$ cat src/rtl/mchw_pkg.sv
// Shared types and constants for the multi-channel heartbeat watchdog.
// No dependencies; every other file of the block refers to this package.
`timescale 1ns / 1ps
`default_nettype none

package mchw_pkg;

    localparam int NUM_CHANNELS_DEF = 8;
    localparam int TIMER_BITS_DEF   = 16;

    localparam int FUNC_W     = 2;
    localparam int CHAN_W     = 3;
    localparam int INTERVAL_W = 16;
    localparam int NSTAT_W    = 2;
    localparam int STATUS_W   = 3;
    localparam int PERIOD_W   = 16;

    localparam logic [PERIOD_W-1:0] RESET_PERIOD = 16'd30;

    localparam logic [STATUS_W-1:0] STAT_INIT    = 3'd0;
    localparam logic [STATUS_W-1:0] STAT_STALLED = 3'd4;

    typedef enum logic [FUNC_W-1:0] {
        FN_REGISTER   = 2'd0,
        FN_HEARTBEAT  = 2'd1,
        FN_SET_STATUS = 2'd2,
        FN_TICK       = 2'd3
    } t_func;

    typedef enum logic [1:0] {
        ST_IDLE,
        ST_DECIDE,
        ST_PUB
    } t_state;

    // Command broadcast from the controller to every channel cell.
    typedef struct packed {
        logic                  valid;
        t_func                 func;
        logic [INTERVAL_W-1:0] max_interval;
        logic [NSTAT_W-1:0]    new_status;
        logic                  load;
        logic                  shift;
    } t_cell_cmd;

    // One stage of the publication shift chain.
    typedef struct packed {
        logic                vld;
        logic [CHAN_W-1:0]   chan;
        logic [STATUS_W-1:0] status;
    } t_slot;

endpackage

`default_nettype wire

$ cat src/rtl/mchw_if.sv
// Channel interfaces of the heartbeat watchdog: item input, result output, configuration.
// Depends on mchw_pkg for the field widths.
`timescale 1ns / 1ps
`default_nettype none

interface mchw_in_if;
    logic                                 valid;
    logic                                 ready;
    logic [mchw_pkg::FUNC_W-1:0]          func;
    logic [mchw_pkg::CHAN_W-1:0]          channel;
    logic [mchw_pkg::INTERVAL_W-1:0]      max_interval;
    logic [mchw_pkg::NSTAT_W-1:0]         new_status;

    modport source (output valid, func, channel, max_interval, new_status, input ready);
    modport sink   (input valid, func, channel, max_interval, new_status, output ready);
endinterface

interface mchw_out_if;
    logic                                 valid;
    logic                                 ready;
    logic [mchw_pkg::CHAN_W-1:0]          out_channel;
    logic [mchw_pkg::STATUS_W-1:0]        channel_status;
    logic                                 last;

    modport source (output valid, out_channel, channel_status, last, input ready);
    modport sink   (input valid, out_channel, channel_status, last, output ready);
endinterface

interface mchw_cfg_if;
    logic                                 valid;
    logic                                 ready;
    logic [mchw_pkg::PERIOD_W-1:0]        data;

    modport source (output valid, data, input ready);
    modport sink   (input valid, data, output ready);
endinterface

`default_nettype wire

$ cat src/rtl/multi_channel_heartbeat_watchdog_top.sv
// Register, heartbeat and set-status beats take effect at the edge at which they are taken; a tick
// passes through the decision state and, when it publishes, through the publication state,
// which waits on output stalls. No new beat is taken until a tick is through; the shift chain
// carries one channel per cycle out of the row of cells while the sink is ready.
// Reset (synchronous, active low) clears enrolment, counters, status, the changed flag
// and the publish timer, and loads the publish period with 30 ticks.
`timescale 1ns / 1ps
`default_nettype none

module multi_channel_heartbeat_watchdog_top #(
    parameter int NUM_CHANNELS = mchw_pkg::NUM_CHANNELS_DEF,
    parameter int TIMER_BITS   = mchw_pkg::TIMER_BITS_DEF
) (
    input  logic        i_clk,
    input  logic        i_rst_n,
    mchw_in_if.sink     i_in,
    mchw_out_if.source  o_out,
    mchw_cfg_if.sink    i_cfg
);

    // Width of the enrolled-channel count, which must be able to hold NUM_CHANNELS.
    localparam int CNT_W = $clog2(NUM_CHANNELS + 1);
    // The publish timer and the period are compared at the wider of the two widths.
    localparam int PW    = (TIMER_BITS > mchw_pkg::PERIOD_W) ? TIMER_BITS
                                                            : mchw_pkg::PERIOD_W;

    mchw_pkg::t_state                  r_state, n_state;
    logic [mchw_pkg::PERIOD_W-1:0]     r_period, n_period;
    logic [TIMER_BITS-1:0]             r_pub_cnt, n_pub_cnt;
    logic                              r_changed, n_changed;
    logic [CNT_W-1:0]                  r_enr_cnt, n_enr_cnt;
    logic [CNT_W-1:0]                  r_left, n_left;

    mchw_pkg::t_cell_cmd               w_cmd;
    mchw_pkg::t_slot                   w_chain [NUM_CHANNELS+1];
    mchw_pkg::t_slot                   w_head;
    logic [NUM_CHANNELS-1:0]           w_sel;
    logic [NUM_CHANNELS-1:0]           w_enr;
    logic [NUM_CHANNELS-1:0]           w_flag;
    logic                              w_accept;
    logic                              w_is_tick;
    logic                              w_new_enrol;
    logic                              w_any_flag;
    logic                              w_publish;
    logic [TIMER_BITS-1:0]             w_pub_inc;

    // A beat is taken only between ticks; each item other than a tick is fully applied when taken,
    // and a tick is then judged and possibly published.
    assign i_in.ready  = (r_state == mchw_pkg::ST_IDLE);
    assign w_accept    = i_in.valid && i_in.ready;
    assign w_is_tick   = (mchw_pkg::t_func'(i_in.func) == mchw_pkg::FN_TICK);

    // The config register is always writable; the user must write it only while idle, unenforced.
    assign i_cfg.ready = 1'b1;

    // One-hot channel select. Channels at or above NUM_CHANNELS match no cell, so such
    // beats, other than ticks, fall away without effect.
    for (genvar g = 0; g < NUM_CHANNELS; g++) begin : g_sel
        assign w_sel[g] = (32'(i_in.channel) == g);
    end

    // A register beat for a channel that is not yet enrolled grows the enrolled count.
    assign w_new_enrol = w_accept &&
                         (mchw_pkg::t_func'(i_in.func) == mchw_pkg::FN_REGISTER) &&
                         (|(w_sel & ~w_enr));

    // Each cell raises a registered flag in the cycle after a status change or a stall.
    assign w_any_flag = |w_flag;

    assign w_pub_inc = (r_pub_cnt == {TIMER_BITS{1'b1}}) ? r_pub_cnt
                                                         : r_pub_cnt + TIMER_BITS'(1);

    // The table is published if it changed (including stalls found on this tick) or
    // the timer has reached the period, but only once any channel is enrolled.
    assign w_publish = (r_enr_cnt != '0) &&
                       (r_changed || w_any_flag || (PW'(r_pub_cnt) >= PW'(r_period)));

    assign w_head = w_chain[0];

    always_comb begin
        w_cmd.valid        = w_accept;
        w_cmd.func         = mchw_pkg::t_func'(i_in.func);
        w_cmd.max_interval = i_in.max_interval;
        w_cmd.new_status   = i_in.new_status;
        w_cmd.load         = (r_state == mchw_pkg::ST_DECIDE) && w_publish;
        // Empty slots are skipped at once; a full slot moves on when the sink takes it.
        w_cmd.shift        = (r_state == mchw_pkg::ST_PUB) && (!w_head.vld || o_out.ready);
    end

    // The row of channel cells. Cell 0 sits at the output end of the shift chain and the
    // stage beyond the last cell feeds empty slots in.
    assign w_chain[NUM_CHANNELS] = '0;

    for (genvar g = 0; g < NUM_CHANNELS; g++) begin : g_cell
        mchw_cell #(
            .TIMER_BITS (TIMER_BITS),
            .IDX        (g)
        ) u_cell (
            .i_clk      (i_clk),
            .i_rst_n    (i_rst_n),
            .i_cmd      (w_cmd),
            .i_sel      (w_sel[g]),
            .i_slot     (w_chain[g+1]),
            .o_slot     (w_chain[g]),
            .o_enrolled (w_enr[g]),
            .o_flag     (w_flag[g])
        );
    end

    always_comb begin
        n_state   = r_state;
        n_period  = r_period;
        n_pub_cnt = r_pub_cnt;
        n_changed = r_changed || w_any_flag;
        n_enr_cnt = r_enr_cnt;
        n_left    = r_left;

        if (i_cfg.valid && i_cfg.ready) begin
            n_period = i_cfg.data;
        end
        if (w_new_enrol) begin
            n_enr_cnt = r_enr_cnt + CNT_W'(1);
        end

        case (r_state)
            mchw_pkg::ST_IDLE: begin
                if (w_accept && w_is_tick) begin
                    n_pub_cnt = w_pub_inc;
                    n_state   = mchw_pkg::ST_DECIDE;
                end
            end
            mchw_pkg::ST_DECIDE: begin
                // When publishing, the cells load their slots at this edge; the stall
                // flags of the tick are folded in here and cleared together with the timer.
                if (w_publish) begin
                    n_changed = 1'b0;
                    n_pub_cnt = '0;
                    n_left    = r_enr_cnt;
                    n_state   = mchw_pkg::ST_PUB;
                end else begin
                    n_state   = mchw_pkg::ST_IDLE;
                end
            end
            mchw_pkg::ST_PUB: begin
                if (w_head.vld && o_out.ready) begin
                    n_left = r_left - CNT_W'(1);
                    if (r_left == CNT_W'(1)) begin
                        n_state = mchw_pkg::ST_IDLE;
                    end
                end
            end
            default: begin
                n_state = mchw_pkg::ST_IDLE;
            end
        endcase
    end

    always_ff @(posedge i_clk) begin
        if (!i_rst_n) begin
            r_state   <= mchw_pkg::ST_IDLE;
            r_period  <= mchw_pkg::RESET_PERIOD;
            r_pub_cnt <= '0;
            r_changed <= 1'b0;
            r_enr_cnt <= '0;
            r_left    <= '0;
        end else begin
            r_state   <= n_state;
            r_period  <= n_period;
            r_pub_cnt <= n_pub_cnt;
            r_changed <= n_changed;
            r_enr_cnt <= n_enr_cnt;
            r_left    <= n_left;
        end
    end

    // The result beat comes straight from the register at the head of the chain; the
    // last beat of a publication is the one that empties the count of channels left to send.
    assign o_out.valid          = (r_state == mchw_pkg::ST_PUB) && w_head.vld;
    assign o_out.out_channel    = w_head.chan;
    assign o_out.channel_status = w_head.status;
    assign o_out.last           = (r_left == CNT_W'(1));

`ifndef SYNTH
    a_out_only_pub: assert property (@(posedge i_clk) disable iff (!i_rst_n)
        o_out.valid |-> (r_state == mchw_pkg::ST_PUB))
        else $error("result beat outside a publication");

    a_pub_left: assert property (@(posedge i_clk) disable iff (!i_rst_n)
        (r_state == mchw_pkg::ST_PUB) |-> (r_left != '0))
        else $error("publication running with nothing left to send");

    a_enr_bound: assert property (@(posedge i_clk) disable iff (!i_rst_n)
        (32'(r_enr_cnt) <= NUM_CHANNELS) && (32'(r_enr_cnt) == $countones(w_enr)))
        else $error("enrolled count disagrees with the cells");

    a_tick_decide: assert property (@(posedge i_clk) disable iff (!i_rst_n)
        (w_accept && w_is_tick) |=> (r_state == mchw_pkg::ST_DECIDE))
        else $error("tick not followed by the decision cycle");

    a_last_idle: assert property (@(posedge i_clk) disable iff (!i_rst_n)
        (o_out.valid && o_out.ready && o_out.last) |=> (r_state == mchw_pkg::ST_IDLE))
        else $error("publication did not end after its last beat");
`endif

endmodule

`default_nettype wire

$ cat src/rtl/mchw_cell.sv
// One channel cell of the watchdog: enrolment, timeout, elapsed counter, status
// and one stage of the publication shift chain. Depends on mchw_pkg.
`timescale 1ns / 1ps
`default_nettype none

module mchw_cell #(
    parameter int TIMER_BITS = mchw_pkg::TIMER_BITS_DEF,
    parameter int IDX        = 0
) (
    input  logic                i_clk,
    input  logic                i_rst_n,
    input  mchw_pkg::t_cell_cmd i_cmd,
    input  logic                i_sel,
    input  mchw_pkg::t_slot     i_slot,
    output mchw_pkg::t_slot     o_slot,
    output logic                o_enrolled,
    output logic                o_flag
);

    localparam int CMP_W = (TIMER_BITS > mchw_pkg::INTERVAL_W) ? TIMER_BITS
                                                              : mchw_pkg::INTERVAL_W;

    logic                              r_enr, n_enr;
    logic [mchw_pkg::INTERVAL_W-1:0]   r_timeout, n_timeout;
    logic [TIMER_BITS-1:0]             r_elapsed, n_elapsed;
    logic [mchw_pkg::STATUS_W-1:0]     r_status, n_status;
    logic                              r_flag, n_flag;
    mchw_pkg::t_slot                   r_slot, n_slot;

    logic [TIMER_BITS-1:0]             w_inc;
    logic                              w_stall;

    assign w_inc   = (r_elapsed == {TIMER_BITS{1'b1}}) ? r_elapsed
                                                       : r_elapsed + TIMER_BITS'(1);
    assign w_stall = r_enr && (CMP_W'(w_inc) > CMP_W'(r_timeout));

    always_comb begin
        n_enr     = r_enr;
        n_timeout = r_timeout;
        n_elapsed = r_elapsed;
        n_status  = r_status;
        n_flag    = 1'b0;
        if (i_cmd.valid) begin
            if (i_cmd.func == mchw_pkg::FN_TICK) begin
                n_elapsed = w_inc;
                if (w_stall) begin
                    n_status = mchw_pkg::STAT_STALLED;
                    n_flag   = 1'b1;
                end
            end else if (i_sel) begin
                case (i_cmd.func)
                    mchw_pkg::FN_REGISTER: begin
                        if (!r_enr) begin
                            n_enr    = 1'b1;
                            n_status = mchw_pkg::STAT_INIT;
                        end
                        n_timeout = i_cmd.max_interval;
                        n_elapsed = '0;
                    end
                    mchw_pkg::FN_HEARTBEAT: begin
                        if (r_enr) begin
                            n_elapsed = '0;
                        end
                    end
                    mchw_pkg::FN_SET_STATUS: begin
                        if (r_enr) begin
                            n_flag    = (r_status != {1'b0, i_cmd.new_status});
                            n_status  = {1'b0, i_cmd.new_status};
                            n_elapsed = '0;
                        end
                    end
                    default: begin
                    end
                endcase
            end
        end
    end

    // The chain moves towards cell 0, so results leave in ascending channel order.
    always_comb begin
        n_slot = r_slot;
        if (i_cmd.load) begin
            n_slot.vld    = r_enr;
            n_slot.chan   = mchw_pkg::CHAN_W'(IDX);
            n_slot.status = r_status;
        end else if (i_cmd.shift) begin
            n_slot = i_slot;
        end
    end

    always_ff @(posedge i_clk) begin
        if (!i_rst_n) begin
            r_enr     <= 1'b0;
            r_elapsed <= '0;
            r_status  <= mchw_pkg::STAT_INIT;
            r_flag    <= 1'b0;
            r_slot    <= '0;
        end else begin
            r_enr     <= n_enr;
            r_elapsed <= n_elapsed;
            r_status  <= n_status;
            r_flag    <= n_flag;
            r_slot    <= n_slot;
        end
    end

    always_ff @(posedge i_clk) begin
        r_timeout <= n_timeout;
    end

    assign o_slot     = r_slot;
    assign o_enrolled = r_enr;
    assign o_flag     = r_flag;

endmodule

`default_nettype wire
$ cat src/flat_wrapper.sv
// flat-port wrapper written by rule: the top's interface ports become plain ports
module multi_channel_heartbeat_watchdog_top_flat 
#(
    parameter int NUM_CHANNELS = mchw_pkg::NUM_CHANNELS_DEF,
    parameter int TIMER_BITS   = mchw_pkg::TIMER_BITS_DEF
)
  (i_clk, i_rst_n, i_in_valid, i_in_func, i_in_channel, i_in_max_interval, i_in_new_status, i_in_ready, o_out_valid, o_out_out_channel, o_out_channel_status, o_out_last, o_out_ready, i_cfg_valid, i_cfg_data, i_cfg_ready);
  mchw_in_if i_in_i ();
  mchw_out_if o_out_i ();
  mchw_cfg_if i_cfg_i ();
  input  logic i_clk;
  input  logic i_rst_n;
  input wire logic [$bits(i_in_i.valid)-1:0] i_in_valid;
  input wire logic [$bits(i_in_i.func)-1:0] i_in_func;
  input wire logic [$bits(i_in_i.channel)-1:0] i_in_channel;
  input wire logic [$bits(i_in_i.max_interval)-1:0] i_in_max_interval;
  input wire logic [$bits(i_in_i.new_status)-1:0] i_in_new_status;
  output wire logic [$bits(i_in_i.ready)-1:0] i_in_ready;
  output wire logic [$bits(o_out_i.valid)-1:0] o_out_valid;
  output wire logic [$bits(o_out_i.out_channel)-1:0] o_out_out_channel;
  output wire logic [$bits(o_out_i.channel_status)-1:0] o_out_channel_status;
  output wire logic [$bits(o_out_i.last)-1:0] o_out_last;
  input wire logic [$bits(o_out_i.ready)-1:0] o_out_ready;
  input wire logic [$bits(i_cfg_i.valid)-1:0] i_cfg_valid;
  input wire logic [$bits(i_cfg_i.data)-1:0] i_cfg_data;
  output wire logic [$bits(i_cfg_i.ready)-1:0] i_cfg_ready;
  assign i_in_i.valid = i_in_valid;
  assign i_in_i.func = i_in_func;
  assign i_in_i.channel = i_in_channel;
  assign i_in_i.max_interval = i_in_max_interval;
  assign i_in_i.new_status = i_in_new_status;
  assign i_in_ready = i_in_i.ready;
  assign o_out_valid = o_out_i.valid;
  assign o_out_out_channel = o_out_i.out_channel;
  assign o_out_channel_status = o_out_i.channel_status;
  assign o_out_last = o_out_i.last;
  assign o_out_i.ready = o_out_ready;
  assign i_cfg_i.valid = i_cfg_valid;
  assign i_cfg_i.data = i_cfg_data;
  assign i_cfg_ready = i_cfg_i.ready;
  multi_channel_heartbeat_watchdog_top #(.NUM_CHANNELS(NUM_CHANNELS), .TIMER_BITS(TIMER_BITS)) u_core (.i_clk(i_clk), .i_rst_n(i_rst_n), .i_in(i_in_i), .o_out(o_out_i), .i_cfg(i_cfg_i));
endmodule
$ cat config.mk
export PLATFORM = sky130hd
export DESIGN_NAME = multi_channel_heartbeat_watchdog_top_flat
export DESIGN_NICKNAME = d
export VERILOG_FILES = /design/src/rtl/mchw_pkg.sv /design/src/rtl/mchw_if.sv /design/src/rtl/multi_channel_heartbeat_watchdog_top.sv /design/src/rtl/mchw_cell.sv /design/src/flat_wrapper.sv
export SDC_FILE = /design/constraint.sdc
export NUM_CORES = 1
export LEC_CHECK = 0
export BUFFER_PORTS_ARGS = -buffer_cell sky130_fd_sc_hd__buf_2
export CAP_MARGIN = 15
export CORE_MARGIN = 4
export CORE_UTILIZATION = 55
export CTS_BUF_LIST = sky130_fd_sc_hd__clkbuf_16
export DETAILED_ROUTE_END_ITERATION = 8
export GPL_TIMING_DRIVEN = 0
export MAX_ROUTING_LAYER = met4
export PLACE_DENSITY = 0.82
export SLEW_MARGIN = 10
export SYNTH_ARGS = -nofsm -noshare
export SYNTH_HDL_FRONTEND = slang
export SYNTH_SLANG_ARGS = --single-unit
$ cat constraint.sdc
create_clock -name i_clk -period 10.3 [get_ports i_clk]
set_input_delay 0.515 -clock i_clk [delete_from_list [all_inputs] [get_ports i_clk]]
set_output_delay 0.515 -clock i_clk [all_outputs]
set_load 0.01 [all_outputs]
==> results of run 1 <==
## through the flow
step	utilization [%]	area [µm²]	power (W)	std cells	worst slack (ns)
global route	61.9	23500	0.00334	3040	5.45
floorplan	-	21300	0.00174	2401	6.75
finish	61.9	23500	0.00324	3042	5.66
global placement	58.4	22100	0.00181	2960	5.84
detailed placement	58.5	22200	0.00181	2962	5.79
CTS	61.9	23500	0.00324	3036	5.74
## cells in the mapped netlist (all sizes together) (3+ instances only)
library cell / n
ha: 162
or4: 3
o31ai: 28
xnor2: 66
nor3: 26
o31a: 3
mux2: 9
mux2i: 23
a21o: 12
o21ai: 134
nor4: 7
or3: 16
nor2: 208
and2: 9
a32o: 5
a211oi: 12
and4: 25
dfxtp: 264
clkbuf: 69
a311oi: 29
o41ai: 7
o22ai: 4
nor3b: 5
a22o: 32
nand3b: 5
o21bai: 6
inv: 174
a21oi: 148
a31oi: 68
nand4: 48
xor2: 41
nand3: 103
and3: 39
edfxtp: 128
or3b: 4
o21a: 21
nand2: 326
o211ai: 9
nand2b: 20
buf: 40
a41oi: 10
nor2b: 18
a22oi: 5
## placed cells by master, fill, tap and decap left out, drive strengths merged, types with 6 or more instances in the layout
cell,Yosys,final
inv,174,181
a41oi,10,10
nand2b,20,20
mux2,9,9
and2,9,9
and3,39,39
a311oi,29,29
xnor2,66,66
o211ai,9,9
a21oi,148,148
xor2,41,41
clkbuf,69,113
ha,162,162
nand3,103,103
a22o,32,32
nor2,208,208
mux2i,23,23
nor3,26,26
nor4,7,7
o31ai,28,28
nand4,48,48
and4,25,25
a31oi,68,68
dfxtp,264,264
edfxtp,128,128
o21ai,134,134
or3,16,16
o41ai,7,7
nor2b,18,18
nand2,326,326
o21bai,6,6
clkinv,0,19
o21a,21,21
diode,0,6
a211oi,12,12
buf,40,90
a21o,12,12
## cell families (layout without fill, tap and decap cells)
group / Yosys count / in the layout / synth area share (%)
adder cells (fa/ha/maj): 162 / 162 / 9.53
flip-flops: 392 / 392 / 42.9
AND/OR/NAND/NOR: 867 / 867 / 19.1
AO/OA/AOI/OAI: 557 / 557 / 17.2
multiplexers: 32 / 32 / 1.56
buffers and inverters: 283 / 407 / 5.33
XOR/XNOR: 107 / 107 / 4.41
other: 1 / 7 / 0.0176
## area by class of cell
cell class | count | area, µm² | share of cell area [%]
clock buffer | 44 | 1100 | 4.69
antenna | 6 | 15.0 | 0.0639
buffer | 109 | 480 | 2.05
clock inverter | 30 | 191 | 0.815
tap | 511 | 639 | 2.72
multi-input combinational | 1726 | 11000 | 46.9
sequential | 392 | 9130 | 38.9
inverter | 174 | 653 | 2.78
timing repair buffer | 50 | 259 | 1.10
## sequential cells by signal (all words and copies together), names as in the netlist
name and count:
u_core.g_cell.u_cell.r_status 24, u_core.g_cell.u_cell.r_elapsed 128, u_core.g_cell.u_cell.o_enrolled 8, u_core.r_pub_cnt 16, u_core.g_cell.u_cell.r_timeout 128, u_core.r_enr_cnt 4, u_core.r_period 16, u_core.r_left 4
u_core.g_cell.u_cell.o_flag 8, u_core.r_state 2, u_core.g_cell.u_cell.o_slot 53, u_core.r_changed 1
## final timing paths
| check | end | from |
|---|---|---|
| hold reg to reg | u_core.g_cell[7].u_cell.o_slot[4]$_SDFFE_PN0P_ | u_core.g_cell[7].u_cell.o_slot[4]$_SDFFE_PN0P_ |
| hold / removal | u_core.r_period[4]$_SDFFE_PN1P_ | i_cfg_data[4] |
| setup reg to reg | u_core.g_cell[4].u_cell.r_status[2]$_SDFFE_PN0P_ | u_core.g_cell[4].u_cell.r_elapsed[2]$_SDFFE_PN0P_ |
| setup / recovery | u_core.g_cell[4].u_cell.r_status[2]$_SDFFE_PN0P_ | u_core.g_cell[4].u_cell.r_elapsed[2]$_SDFFE_PN0P_ |
## routing by layer
layer | share of wire (%) | wire length, µm
met1 | 40 | 24300
met2 | 45 | 26900
met3 | 8.8 | 5300
met4 | 6.0 | 3570
met5 | 0 | 0
## worst max-delay path, cell delays in order, from the launching register on
cell and delay, ns:
dfxtp_1 0.44, and3_1 0.26, and4_1 0.20, buf_2 0.18
nand4_1 0.22, nor4b_1 0.42, nor2_1 0.10, ha_1 0.33
nand4_1 0.19, nor3_2 0.39, a21boi_1 0.22, nor4_1 0.11
a2111oi_2 0.68, o221ai_1 0.41, a32o_1 0.36
## power by group through the flow
stage	Clock [W]	Sequential, W	Combinational [W]
after floorplan	0	0.00165	0.0000943
after global placement	0	0.00165	0.000157
after detailed placement	0	0.00165	0.000164
after CTS	0.00146	0.00162	0.000166
after global routing	0.00154	0.00162	0.000183
final	0.00145	0.00162	0.000171
==> metrics.md, run 1 <==
| Metric | Value |
|---|---|
| Status | `complete, no violations` |
| Max Buffers Root-to-Sink | `3` |
| Yosys warning count | `0` |
| Syn_area_per_cell | `between 8 and 9 µm²` |
| Die Y | `roughly 200 µm` |
| Clock power share | `between 40 and 50%` |
| Vias in the first global route | `17700` |
| Total congestion overflow | `0` |
| Vias per inst | `6.08` |
| Setup-failing EPs final | `0` |
| Library cells used by synthesis | `between 80 and 90` |
| RSZ-0062 raised after global routing | `false` |
| Pre-Repair DR Iteration Count | `6` |
| Leak | `9.52 nW` |
| First-pass GRT wire length | `~94 mm` |
| Flop pwr share | `49.9%` |
| Clk pin slew, worst setup/hold paths | `roughly 0.07 ns` |
| Fmax | `approximately 220 MHz` |
| Rel. slew slack | `19.2%` |
| WL final | `between 60 and 70 mm` |
| Setup crit start kind | `register` |
| I/O pin count | `54` |
| GR Util met2 | `between 40% and 50%` |
| Clock Tree Root | `clkbuf_16` |
| P&R area growth vs syn | `10.4%` |
| RePlAce Congestion | `between 0.9 and 1` |
| MaxCap Viol Count | `0` |
| Combinational Power Share | `5.3%` |
| Worst EP required | `10.75 ns` |
| Die area | `0.0419 mm²` |
| Routing usage on met1 | `a little over a third` |
| H-tree levels | `2` |
| Final-layout fill cell count | `between 3000 and 4000` |
| Area leader, netlist | `dfxtp_1` |
| Largest cells by area after synthesis | `dfxtp_1, edfxtp_1, ha_1` |
| Post-DP HPWL | `approximately 42 mm` |
| Seq/Total Area, Yosys | `42.9%` |
| Port buffer count | `48` |
| Post-synthesis register bit count | `slightly below 400` |
| Die width | `205 µm` |
| PwrDens | `138 mW/mm²` |
| Max-slew violations | `0` |
| CP max FO | `9` |
| Primary FF master, synth | `dfxtp_1` |
| Number of flops mapped to enable cells by yosys | `between 100 and 150` |
| CTS tree | `done` |
| Total core area | `0.0379 mm²` |
| Clock Latency Late Sink | `between 0.5 and 0.6 ns` |
| Net Switching | `approximately 0.00076 W` |
| Final Cycle Share | `45.0%` |
| Gr busiest metal | `met2` |
| CP Capture Type | `register` |
| FFs w/ async S/R, synth | `0%` |
| Initial DRC Count | `1796` |
| Actual slew at the worst max-slew pin | `about 1.2 ns` |
| Total GRT Usage | `29.0%` |
| Hold WS | `0.182 ns` |
| TritonCTS Buffers | `41` |
| Clock sinks | `just under 400` |
| Int Power | `0.00247 W` |
| Antenna violations before repair | `4` |
| Final hold viol count | `0` |
| DRT antenna net count | `0` |
| CTS Hold Buffers Added | `0` |
| Post-synth top area share | `about a quarter` |
| Minimum clock period | `about 4.6 ns` |
| Largest net degree at the start of global routing | `18` |
| Starting Density | `a little under three fifths` |
| Maximum VDD drop | `between 0.0001 and 0.00015 V` |
| Worst r2r path cells | `14` |
| Reg2reg setup slack | `about 5.7 ns` |
| Met3 usage | `roughly 4.6%` |
| Sw frac | `23.6%` |
| Num rows | `roughly 70` |
| Mapped Cells | `roughly 2400` |
| DR vias | `18500` |
| Post-CTS setup buffer count | `0` |
| Syn_nets | `roughly 2600` |
| Hold Crit Depth | `3` |
| Routed len/inst | `around 20 µm` |
| Crit path DAT | `5.08 ns` |
| Hold Path Class | `in2reg` |
| Setup_tns | `0 ns` |
| Gates resized, CTS repair | `0` |
| Crit Path Category | `reg2reg` |
| Drt drc | `0` |
| Mapped cell area | `~0.021 mm²` |
| Post-layout nets | `2700` |
| Share of cells above drive strength 1 | `under 10%` |
| Worst Skew | `around 0.013 ns` |
Note: power is estimated with default switching activity, not from simulation.
==> run 2: changes to the inputs <==
clock period = 4.4 ns   (was 10.3 ns; I/O delays follow)
==> run 2 against run 1 <==
  * Critical path depth increased by 2
  * Core utilization increased by 0.52 points
  * Cell area increased by 0.85%
  * First-iteration DRC count decreased by 2.7%
  * Count of clock-buffer cells in the layout unchanged
  * Register-to-register slack got worse by 5.4 ns
==> metrics.md, run 2 (same netlist as run 1, synthesis figures left out) <==
| Metric | Value |
|---|---|
| Status | `complete, no violations` |
| P&R area growth vs syn | `11.4%` |
| Pre-Repair DR Iteration Count | `8` |
| Num rows | `71` |
| Drt drc | `0` |
| Crit path largest cell delay | `between 0.4 and 0.5 ns` |
| Gr busiest metal | `met2` |
| Largest net degree at the start of global routing | `18` |
| Setup crit start kind | `register` |
| Post-Layout Cell Count | `roughly 3100` |
| WL final | `60.4 mm` |
| Die area | `0.0419 mm²` |
| Actual slew at the worst max-slew pin | `roughly 1.2 ns` |
| Met3 usage | `around 4.6%` |
| Rel. slew slack | `between 20 and 25%` |
| Clk pin slew, worst setup/hold paths | `0.06 ns` |
| Post-layout nets | `roughly 2700` |
| First-pass GRT wire length | `between 90 and 100 mm` |
| Final hold viol count | `0` |
| Crit Path Category | `reg2reg` |
| Reg-to-Reg Start | `u_core.g_cell[3].u_cell.r_elapsed[0]$_SDFFE_PN0P_` |
| Worst Skew | `roughly 0.015 ns` |
| Routing usage on met1 | `36.4%` |
| H-tree levels | `2` |
| Slowest cell on crit path | `dfxtp_1` |
| RePlAce Congestion | `0.947` |
| PwrDens | `around 320 mW/mm²` |
| Reg2reg setup slack | `about 0.27 ns` |
| DR vias | `roughly 19000` |
| Max Buffers Root-to-Sink | `3` |
| Vias per inst | `between 6 and 7` |
| Die width | `~200 µm` |
| Total GRT Usage | `between 20 and 30%` |
| Starting Density | `56.1%` |
| Setup crit start | `u_core.g_cell[3].u_cell.r_elapsed[0]$_SDFFE_PN0P_` |
| Total core area | `around 0.038 mm²` |
| Maximum VDD drop | `~0.00025 V` |
| Antenna violations before repair | `4` |
| Setup-failing EPs final | `0` |
| CP Capture Type | `register` |
| MaxCap Viol Count | `0` |
| Hold Path End | `u_core.r_state[1]$_SDFFE_PN0P_` |
| Commonest non-fill, non-tap cells in the layout | `nand2_1, dfxtp_1, nor2_1, inv_1, ha_1` |
| Crit path DAT | `about 4.6 ns` |
| Routed len/inst | `19.7 µm` |
| RSZ-0062 raised after global routing | `false` |
| Total congestion overflow | `0` |
| Worst EP required | `~4.9 ns` |
| Reg2reg end | `u_core.g_cell[3].u_cell.r_status[1]$_SDFFE_PN0P_` |
| Fmax | `about 240 MHz` |
| Port buffer count | `48` |
| Initial DRC Count | `around 1700` |
| Final Cycle Share | `93.9%` |
| Vias in the first global route | `17900` |
| Clock Tree Root | `clkbuf_16` |
| DRT antenna net count | `0` |
| Clock Latency Late Sink | `around 0.56 ns` |
| Leak | `between 9 and 10 nW` |
| Post-DP HPWL | `42.3 mm` |
| Share of cells above drive strength 1 | `7.51%` |
| Clock sinks | `approximately 390` |
| CTS tree | `done` |
| I/O pin count | `54` |
| Die Y | `between 200 and 250 µm` |
| GR Util met2 | `around 46%` |
| Final core occ | `between 60% and 70%` |
| Minimum clock period | `4.13 ns` |
| Hold Path Origin | `o_out_ready` |
| Max-slew violations | `0` |
| CP max FO | `7` |
| Most common cell after layout, fill and taps aside | `nand2_1` |
| Hold Crit Depth | `4` |
| TritonCTS Buffers | `slightly above 40` |
| Hold Path Class | `in2reg` |
| Final-layout fill cell count | `~3100` |
| Worst-path cell chain | `ha_1, and3_1, nand3_1, or3_1, clkbuf_1, and4_1, nand3_1, xnor2_1, ha_1, a211oi_1, nor2_1, o41ai_1, nand4b_1, nand4_1, a21o_1, mux2i_1` |
| Worst r2r path cells | `16` |
| Placed instance count | `2962` |
run 2: repair_timing:
| item | in CTS | in global routing |
|---|---|---|
| gates resized for setup | 0 | 4 |
| endpoints found under the setup margin | 3 | 4 |
| endpoints found under the hold margin | 16 | 0 |
| gates cloned | 0 | 0 |
| buffers inserted | 2 | 0 |
| pin swaps | 1 | 0 |
| hold buffers | 16 | 0 |
run 2: worst max path at each step:
stage | endpoint | slack, ns | depth (start not counted)
after detailed placement | u_core.g_cell[4].u_cell.r_status[2]$_SDFFE_PN0P_ | -0.11 | 14
after CTS | u_core.g_cell[4].u_cell.r_status[0]$_SDFFE_PN0P_ | 0.26 | 16
after global routing | u_core.g_cell[6].u_cell.r_status[0]$_SDFFE_PN0P_ | 0.03 | 14
after global placement | u_core.g_cell[4].u_cell.r_status[2]$_SDFFE_PN0P_ | -0.06 | 14
final | u_core.g_cell[3].u_cell.r_status[1]$_SDFFE_PN0P_ | 0.27 | 16
after floorplan | u_core.g_cell[4].u_cell.r_status[2]$_SDFFE_PN0P_ | 0.85 | 14
run 2: cell type report:
type	instances	area, µm²	area share (%)
Antenna cell	6	15.0	0.0634
Buffer	109	480	2.03
Clock buffer	44	1100	4.65
Clock inverter	30	191	0.808
Inverter	174	653	2.76
Multi-Input combinational cell	1726	11000	46.6
Sequential cell	392	9130	38.5
Tap cell	511	639	2.70
Timing Repair Buffer	68	434	1.83
run 2: metal layers:
metal  part of all wire, %  wire, µm
met1                    40     23900
met2                    45     27000
met3                   9.4      5660
met4                   6.3      3810
met5                     0         0
run 2: metrics by stage:
stage	total power (W)	setup TNS, ns	setup WS, ns	area [µm²]	hold slack [ns]
after floorplan	0.00408	0	0.855	21300	0.319
after global placement	0.00423	-0.0567	-0.0567	22100	0.441
after detailed placement	0.00425	-0.113	-0.113	22200	0.448
after CTS	0.00759	0	0.258	23600	0.0291
after global routing	0.00782	0	0.0292	23700	0.0602
final	0.00759	0	0.267	23700	0.0330
run 2: power by group:
part / leakage, nW / switching [W] / internal [W]
Clock: 0.656 / 0.00147 / 0.00192
Sequential: 3.28 / 0.0000244 / 0.00376
Combinational: 5.66 / 0.000292 / 0.000120
run 2: critical path: cells and delay by family, from the launching register on:
family                     cells  cell delay, ns
xor gates and xnor gates       1            0.13
DFF                            1            0.45
buffers and inverters          1            0.16
adders and majority gates      2            0.50
and+or+nand+nor                8            1.72
AOI/OAI and AO/OA              3            0.88
muxes                          1            0.21
